$ cat src/sv/btds_pkg.sv
// Shared types and codes for the byte translate, delete and squeeze filter.
package btds_pkg;

  // One character table entry: mapped byte, delete mark and squeeze mark.
  typedef struct packed {
    logic       sqz;
    logic       del;
    logic [7:0] map;
  } btds_entry_t;

  // Item function codes.
  typedef enum logic {
    FUNC_DATA  = 1'b0,
    FUNC_WRITE = 1'b1
  } btds_func_e;

  // Configuration register indexes, taken from paddr[2].
  typedef enum logic {
    REG_DEL_MODE     = 1'b0,
    REG_SQUEEZE_MODE = 1'b1
  } btds_reg_e;

  localparam int unsigned TableDepth = 256;

endpackage

$ cat src/sv/byte_translate_delete_squeeze.sv
// Top level of the byte translate, delete and squeeze filter.
//
// Input channel (in_valid_i / in_stall_o) carries either a data byte to filter
// (func_i = 0) or a character table write (func_i = 1) that loads the entry at
// data_byte_i with map_byte_i, delete_flag_i and squeeze_flag_i. A table write
// gives no result. Output channel (out_valid_o / out_stall_i) carries one
// out_byte_o for every data byte that is neither deleted nor squeezed.
// One item is taken in every cycle while in_stall_o is low. A surviving data
// byte passes registered stages in order: stage 1 holds the table entry at the
// data byte, stage 2 the entry at the translated byte (the data byte itself in
// delete mode), and the output register is loaded once the squeeze compare
// against the last emitted byte is done. Bubbles left by deleted, squeezed or
// table-write items close up when the receiver stalls, so in_stall_o rises
// only once all three stages hold bytes and the output is stalled. The delete
// and squeeze modes are written over the APB port at addresses 0 and 4; the
// user must do so only while the filter is idle; the block does not enforce it.
// Reset is asynchronous: it empties the pipeline, clears both modes and the
// squeeze history, and marks every table entry as reading the identity map
// with both flags clear, at once, with no clearing pass.
module byte_translate_delete_squeeze (
  input  logic        clk_i,
  input  logic        rst_ni,
  input  logic        in_valid_i,
  output logic        in_stall_o,
  input  logic        func_i,
  input  logic [7:0]  data_byte_i,
  input  logic [7:0]  map_byte_i,
  input  logic        delete_flag_i,
  input  logic        squeeze_flag_i,
  output logic        out_valid_o,
  input  logic        out_stall_i,
  output logic [7:0]  out_byte_o,
  input  logic        psel,
  input  logic        penable,
  input  logic        pwrite,
  input  logic [2:0]  paddr,
  input  logic [31:0] pwdata,
  output logic [31:0] prdata,
  output logic        pready
);
  import btds_pkg::*;

  // Configuration
  logic del_mode_q;
  logic squeeze_mode_q;
  logic cfg_we;

  // Table
  btds_entry_t            tbl_mem [TableDepth];
  logic [TableDepth-1:0]  tbl_vld_q;
  btds_entry_t            rd_a_q;
  btds_entry_t            rd_b_q;
  logic                   val_a_q;
  logic                   val_b_q;
  logic                   tbl_we;
  logic                   rd_a_en;
  logic                   rd_b_en;

  // Pipeline
  logic        in_acc;
  logic        s1_en;
  logic        s2_en;
  logic        out_en;
  logic        s1_vld_q;
  logic [7:0]  s1_byte_q;
  btds_entry_t s1_entry;
  logic        s1_keep;
  logic [7:0]  s1_res;
  logic        s2_vld_q;
  logic [7:0]  s2_res_q;
  logic        s2_sqz;
  logic        s2_drop;
  logic        s2_emit;
  logic        out_vld_q;
  logic [7:0]  out_byte_q;
  logic [7:0]  last_byte_q;
  logic        last_sqz_q;

  // Configuration port
  assign pready = 1'b1;
  assign cfg_we = psel && penable && pwrite;

  always_ff @(posedge clk_i or negedge rst_ni) begin
    if (!rst_ni) begin
      del_mode_q     <= 1'b0;
      squeeze_mode_q <= 1'b0;
    end else if (cfg_we) begin
      unique case (btds_reg_e'(paddr[2]))
        REG_DEL_MODE:     del_mode_q     <= pwdata[0];
        REG_SQUEEZE_MODE: squeeze_mode_q <= pwdata[0];
        default: ;
      endcase
    end
  end

  always_comb begin
    prdata = '0;
    unique case (btds_reg_e'(paddr[2]))
      REG_DEL_MODE:     prdata[0] = del_mode_q;
      REG_SQUEEZE_MODE: prdata[0] = squeeze_mode_q;
      default:          prdata    = '0;
    endcase
  end

  // Handshake: each stage moves when the one after it is empty or moving.
  assign out_en     = !out_vld_q || !out_stall_i;
  assign s2_en      = !s2_vld_q || out_en;
  assign s1_en      = !s1_vld_q || s2_en;
  assign in_stall_o = !s1_en;
  assign in_acc     = in_valid_i && s1_en;

  assign tbl_we  = in_acc && (btds_func_e'(func_i) == FUNC_WRITE);
  assign rd_a_en = in_acc && (btds_func_e'(func_i) == FUNC_DATA);
  assign rd_b_en = s1_vld_q && s2_en;

  // Reads return the old contents when a write lands on the same edge, so the
  // second lookup of a byte never sees a table write that followed it.
  always_ff @(posedge clk_i) begin
    if (tbl_we) begin
      tbl_mem[data_byte_i] <= '{sqz: squeeze_flag_i, del: delete_flag_i, map: map_byte_i};
    end
    if (rd_a_en) begin
      rd_a_q <= tbl_mem[data_byte_i];
    end
    if (rd_b_en) begin
      rd_b_q <= tbl_mem[s1_res];
    end
  end

  always_ff @(posedge clk_i or negedge rst_ni) begin
    if (!rst_ni) begin
      tbl_vld_q <= '0;
      val_a_q   <= 1'b0;
      val_b_q   <= 1'b0;
    end else begin
      if (tbl_we) begin
        tbl_vld_q[data_byte_i] <= 1'b1;
      end
      if (rd_a_en) begin
        val_a_q <= tbl_vld_q[data_byte_i];
      end
      if (rd_b_en) begin
        val_b_q <= tbl_vld_q[s1_res];
      end
    end
  end

  // Stage 1: delete check in delete mode, translation otherwise.
  always_comb begin
    if (val_a_q) begin
      s1_entry = rd_a_q;
    end else begin
      s1_entry = '{sqz: 1'b0, del: 1'b0, map: s1_byte_q};
    end
    s1_keep = !(del_mode_q && s1_entry.del);
    s1_res  = del_mode_q ? s1_byte_q : s1_entry.map;
  end

  // Stage 2: squeeze against the last emitted byte.
  assign s2_sqz  = squeeze_mode_q && val_b_q && rd_b_q.sqz;
  assign s2_drop = s2_sqz && last_sqz_q && (s2_res_q == last_byte_q);
  assign s2_emit = s2_vld_q && !s2_drop;

  always_ff @(posedge clk_i or negedge rst_ni) begin
    if (!rst_ni) begin
      s1_vld_q    <= 1'b0;
      s2_vld_q    <= 1'b0;
      out_vld_q   <= 1'b0;
      last_byte_q <= '0;
      last_sqz_q  <= 1'b0;
    end else begin
      if (s1_en) begin
        s1_vld_q <= rd_a_en;
      end
      if (s2_en) begin
        s2_vld_q <= s1_vld_q && s1_keep;
      end
      if (out_en) begin
        out_vld_q <= s2_emit;
        if (s2_emit) begin
          last_byte_q <= s2_res_q;
          last_sqz_q  <= s2_sqz;
        end
      end
    end
  end

  always_ff @(posedge clk_i) begin
    if (rd_a_en) begin
      s1_byte_q <= data_byte_i;
    end
    if (s2_en) begin
      s2_res_q <= s1_res;
    end
    if (out_en && s2_emit) begin
      out_byte_q <= s2_res_q;
    end
  end

  assign out_valid_o = out_vld_q;
  assign out_byte_o  = out_byte_q;

endmodule

$ cat config.mk
export PLATFORM = sky130hd
export DESIGN_NAME = byte_translate_delete_squeeze
export DESIGN_NICKNAME = d
export VERILOG_FILES = /design/src/sv/btds_pkg.sv /design/src/sv/byte_translate_delete_squeeze.sv
export SDC_FILE = /design/constraint.sdc
export NUM_CORES = 2
export LEC_CHECK = 0
export BUFFER_PORTS_ARGS = -buffer_cell sky130_fd_sc_hd__buf_2
export CAP_MARGIN = 0
export CORE_ASPECT_RATIO = 1.5
export CORE_MARGIN = 2
export CORE_UTILIZATION = 53
export CTS_BUF_LIST = sky130_fd_sc_hd__clkbuf_2
export CTS_CLUSTER_SIZE = 28
export DETAILED_ROUTE_END_ITERATION = 16
export PLACE_DENSITY = 0.74
export SLEW_MARGIN = 20
export SYNTH_ARGS = -nofsm -noshare
export SYNTH_HDL_FRONTEND = slang
export SYNTH_SLANG_ARGS = --single-unit
$ cat constraint.sdc
create_clock -name clk_i -period 4.2 [get_ports clk_i]
set_clock_uncertainty 0.2 [all_clocks]
set_input_delay 0.84 -clock clk_i [delete_from_list [all_inputs] [get_ports clk_i]]
set_output_delay 0.84 -clock clk_i [all_outputs]
set_load 0.01 [all_outputs]
==> results by group <==
Routing
  • DRT antenna net count: 0
  • 1st-iter DRT viols: 8042
  • Routed WL: 310.7 mm
  • Drt via density: 6.307
  • DR pass1 iterations: 8
  • Via count: 62260
  • DR WL/cell: 31.48 µm
  • DRC violations left: 0

STA
  • F_max: 0.2381 GHz
  • Max-Slew Margin vs Limit: 0.1604
  • Count of final hold-check violations: 0
  • Worst-Margin Slew: 1255 ps
  • Count of pins over their slew limit: 0
  • Period utilisation layout: 0.9998
  • Setup_tns: 0 ps
  • Unrepaired setup endpoints after global routing: no
  • Post-layout min period: 4199 ps
  • Setup-failing EPs final: 0
  • Setup WS post-layout: 0.7754 ps

Pwr
  • Combinational share of power: 0.091
  • Clock share of power: 0.319
  • Switching share of power: 0.2559
  • Pwr dens: 416.5 mW/mm²
  • Reg power frac: 0.590
  • Int Power: 39.68 mW
  • Psw: 13.64 mW
  • Leak Pwr: 44.89 nW
  • Worst VDD drop: 0.0002261 V

GRT
  • Number of global-route vias before repair: 64470
  • Antenna violations before repair: 23
  • First-pass GRT wire length: 445.1 mm
  • Largest net degree at the start of global routing: 176
  • Gr usage total: 0.2865
  • Overflow left after global routing: 0

Clock tree
  • Total CTS buffers: 609
  • Clock sinks: 2866
  • Clock Tree Root: clkbuf_2
  • Setup bufs post-CTS: 0
  • Worst-Skew Late Latency: 1720 ps
  • Longest Clk Path Bufs: 4
  • Htree depth: 6
  • CTS tree: yes
  • Clock slew at reported path FFs: 130 ps

Critical path
  • Most common cell on crit path: nand4_1
  • Max stage delay on crit path: 810 ps
  • Crit-path slowest cell: a2111oi_1
  • Setup crit start kind: flip-flop
  • Crit-path max FO: 18
  • WP data arrival: 5500 ps
  • Buf/Inv on CP: 2
  • CP Class: reg2reg
  • Crit. End Element: flip-flop
  • CP cell instances: nor2b_4 > mux2i_4 > inv_2 > nor2_4 > buf_12 > nand3_1 > a31oi_1 > a2111oi_1 > nand4_1 > nand4_1
  • CP Data Required Time: 5500 ps
  • Delay-heaviest family, CP: simple AND/OR/NAND/NOR gates

Placement
  • I/O Buffers: 38
  • Post-Place Worst Slack: -169.1 ps
  • Placed cell areas: 0.1217 mm²
  • DP HPWL: 198.1 mm
  • RD Place Congestion: 0.9850

Synthesis
  • EDFF count, synth: 2594
  • Yosys cell types: 65
  • Top cells by count, synth: 2594 x edfxtp_1, 835 x mux4_2, 320 x nand2_1, 298 x nor2_1, 272 x dfrtp_1
  • Largest cells by area after synthesis: edfxtp_1 69%, mux4_2 17%, dfrtp_1 6.0%
  • Post-Syn Area: 0.1135 mm²
  • Largest area contributor in the netlist: edfxtp_1
  • Commonest register cell after synthesis: edfxtp_1
  • Post-synth top area share: 0.6865
  • Sequential share of the synthesized area: 0.7465
  • Most frequent cell after synthesis: edfxtp_1
  • Post-Syn Instances: 5508
  • Async S/R FF share, synth: 0.09491
  • Yosys warns: 0
  • Register bit total from synthesis: 2866
  • Mean post-synth cell area: 20.60 µm²

Die
  • Core Box Area: 0.2134 mm²
  • Width of the die: 381.8 µm
  • Initial core utilization: 0.5317
  • Row Count: 208
  • Die H: 570.7 µm
  • Top-Level Pins: 104
  • Die Area: 0.2179 mm²

Status
  • Status: completed

Layout
  • Area grow syn2layout: 12.82%
  • Layout Nets: 6629
  • Layout cell share with drive strength beyond 1: 0.3975
  • Core Util, Final: 0.5999
  • Final instance area: 0.1280 mm²

Hold path
  • HP Class: in2reg

Run
  • Max-capacitance violation count: 0
## worst paths after layout
| check | end | slack (ps) | cells past startpoint | start |
|---|---|---|---|---|
| min in group asynchronous | tbl_vld_q[86]$_DFFE_PN0P_ | 270 | 4 | rst_ni |
| worst max register to register | rd_b_q[9]$_DFFE_PP_ | 0.8 | 10 | del_mode_q$_DFFE_PN0P_ |
| worst min register to register | tbl_vld_q[92]$_DFFE_PN0P_ | 300 | 1 | tbl_vld_q[92]$_DFFE_PN0P_ |
| worst min-delay path | s1_byte_q[0]$_DFFE_PP_ | 160 | 3 | data_byte_i[0] |
| worst max-delay path | rd_b_q[9]$_DFFE_PP_ | 0.8 | 10 | del_mode_q$_DFFE_PN0P_ |
| max in group asynchronous | tbl_vld_q[140]$_DFFE_PN0P_ | 2930 | 4 | rst_ni |
## cells by family (layout without fill, tap and decap cells)
kind of cell / Yosys count / after routing / synth area share
other: 2 / 42 / 0.00006619
DFF: 2866 / 2866 / 0.7465
buffers and inverters: 369 / 1858 / 0.01612
AOI/OAI and AO/OA: 306 / 306 / 0.01999
and+or+nand+nor: 1018 / 1018 / 0.04166
xor gates and xnor gates: 8 / 8 / 0.0006174
muxes: 939 / 939 / 0.1751
## metrics by stage
step | instances | total power, mW | hold slack, ps
after global routing | 9866 | 55.02 | 104.0
after global placement | 8733 | 36.62 | 260.4
after detailed placement | 8733 | 36.71 | 276.2
final | 9872 | 53.32 | 161.9
after CTS | 9860 | 53.51 | 6.924
after floorplan | 5538 | 34.42 | 247.3
## tightest hold or removal path, delay by kind of cell
family	cells	cell delay (ps)
buffers and inverters	3	1050
## final cells by class
class	instances	area (µm²)
fill	15180	85390
sequential	2866	84700
multi-input combinational	2303	27150
timing repair buffer	766	6874
clock buffer	884	4424
tap	2835	3547
clock inverter	186	1207
inverter	22	90.09
antenna	10	25.02
## power groups by stage
stage               registers [mW]  logic, mW  clock network, mW
floorplan                     32.0       2.40                  0
global placement              32.1       4.57                  0
detailed placement            32.1       4.64                  0
CTS                           31.4       4.74               17.3
global route                  31.5       4.99               18.6
finish                        31.4       4.85               17.0
## metal layers
layer  up-vias  global-route usage  routed length, µm  share of wire
li1      25050                   -                  -              -
met1     32220              0.3429             103900           0.33
met2      4021              0.4667             153700           0.49
met3       956             0.07029              30730          0.099
met4        22              0.1855              22230          0.072
met5         -                   0                192        0.00062
## what timing repair did
action	CTS	global route
hold buffers	57	1
setup endpoints to repair	1	1
resized for setup	2	1
hold endpoints to repair	3502	39
## sequential cells by signal, summed over array words and instances, names as in the netlist
signal and cells:
tbl_mem 2560, tbl_vld_q 256, rd_a_q 9, last_byte_q 8, out_byte_o 8, s1_byte_q 8
s2_res_q 8, del_mode_q 1, last_sqz_q 1, out_valid_o 1, rd_b_q 1, s1_vld_q 1
s2_vld_q 1, squeeze_mode_q 1, val_a_q 1, val_b_q 1
## cells in the final DEF (no fill, tap or decap), types with 9 or more instances in the layout
master         instances
nand3_1               86
clkbuf_2             884
inv_2                 15
a31oi_1               33
clkinv_2              25
a311oi_1              27
a32oi_1               11
diode_2               10
a22oi_1               22
bufinv_16             15
mux2_2                 9
nor3_1                15
mux4_2               835
buf_2                 23
nand4_1               11
a211oi_1              32
nor2_1               296
edfxtp_1            2594
o211ai_1              19
nand2_1              320
dfrtp_1              271
conb_1                32
buf_4                601
or2_2                254
o21ai_0               30
o211a_1               29
clkinv_1             120
clkinvlp_4            13
buf_12                69
a21oi_1               36
dlygate4sd3_1         53
inv_1                 12
mux2i_1               89
Power figures use the tool's default switching activity.
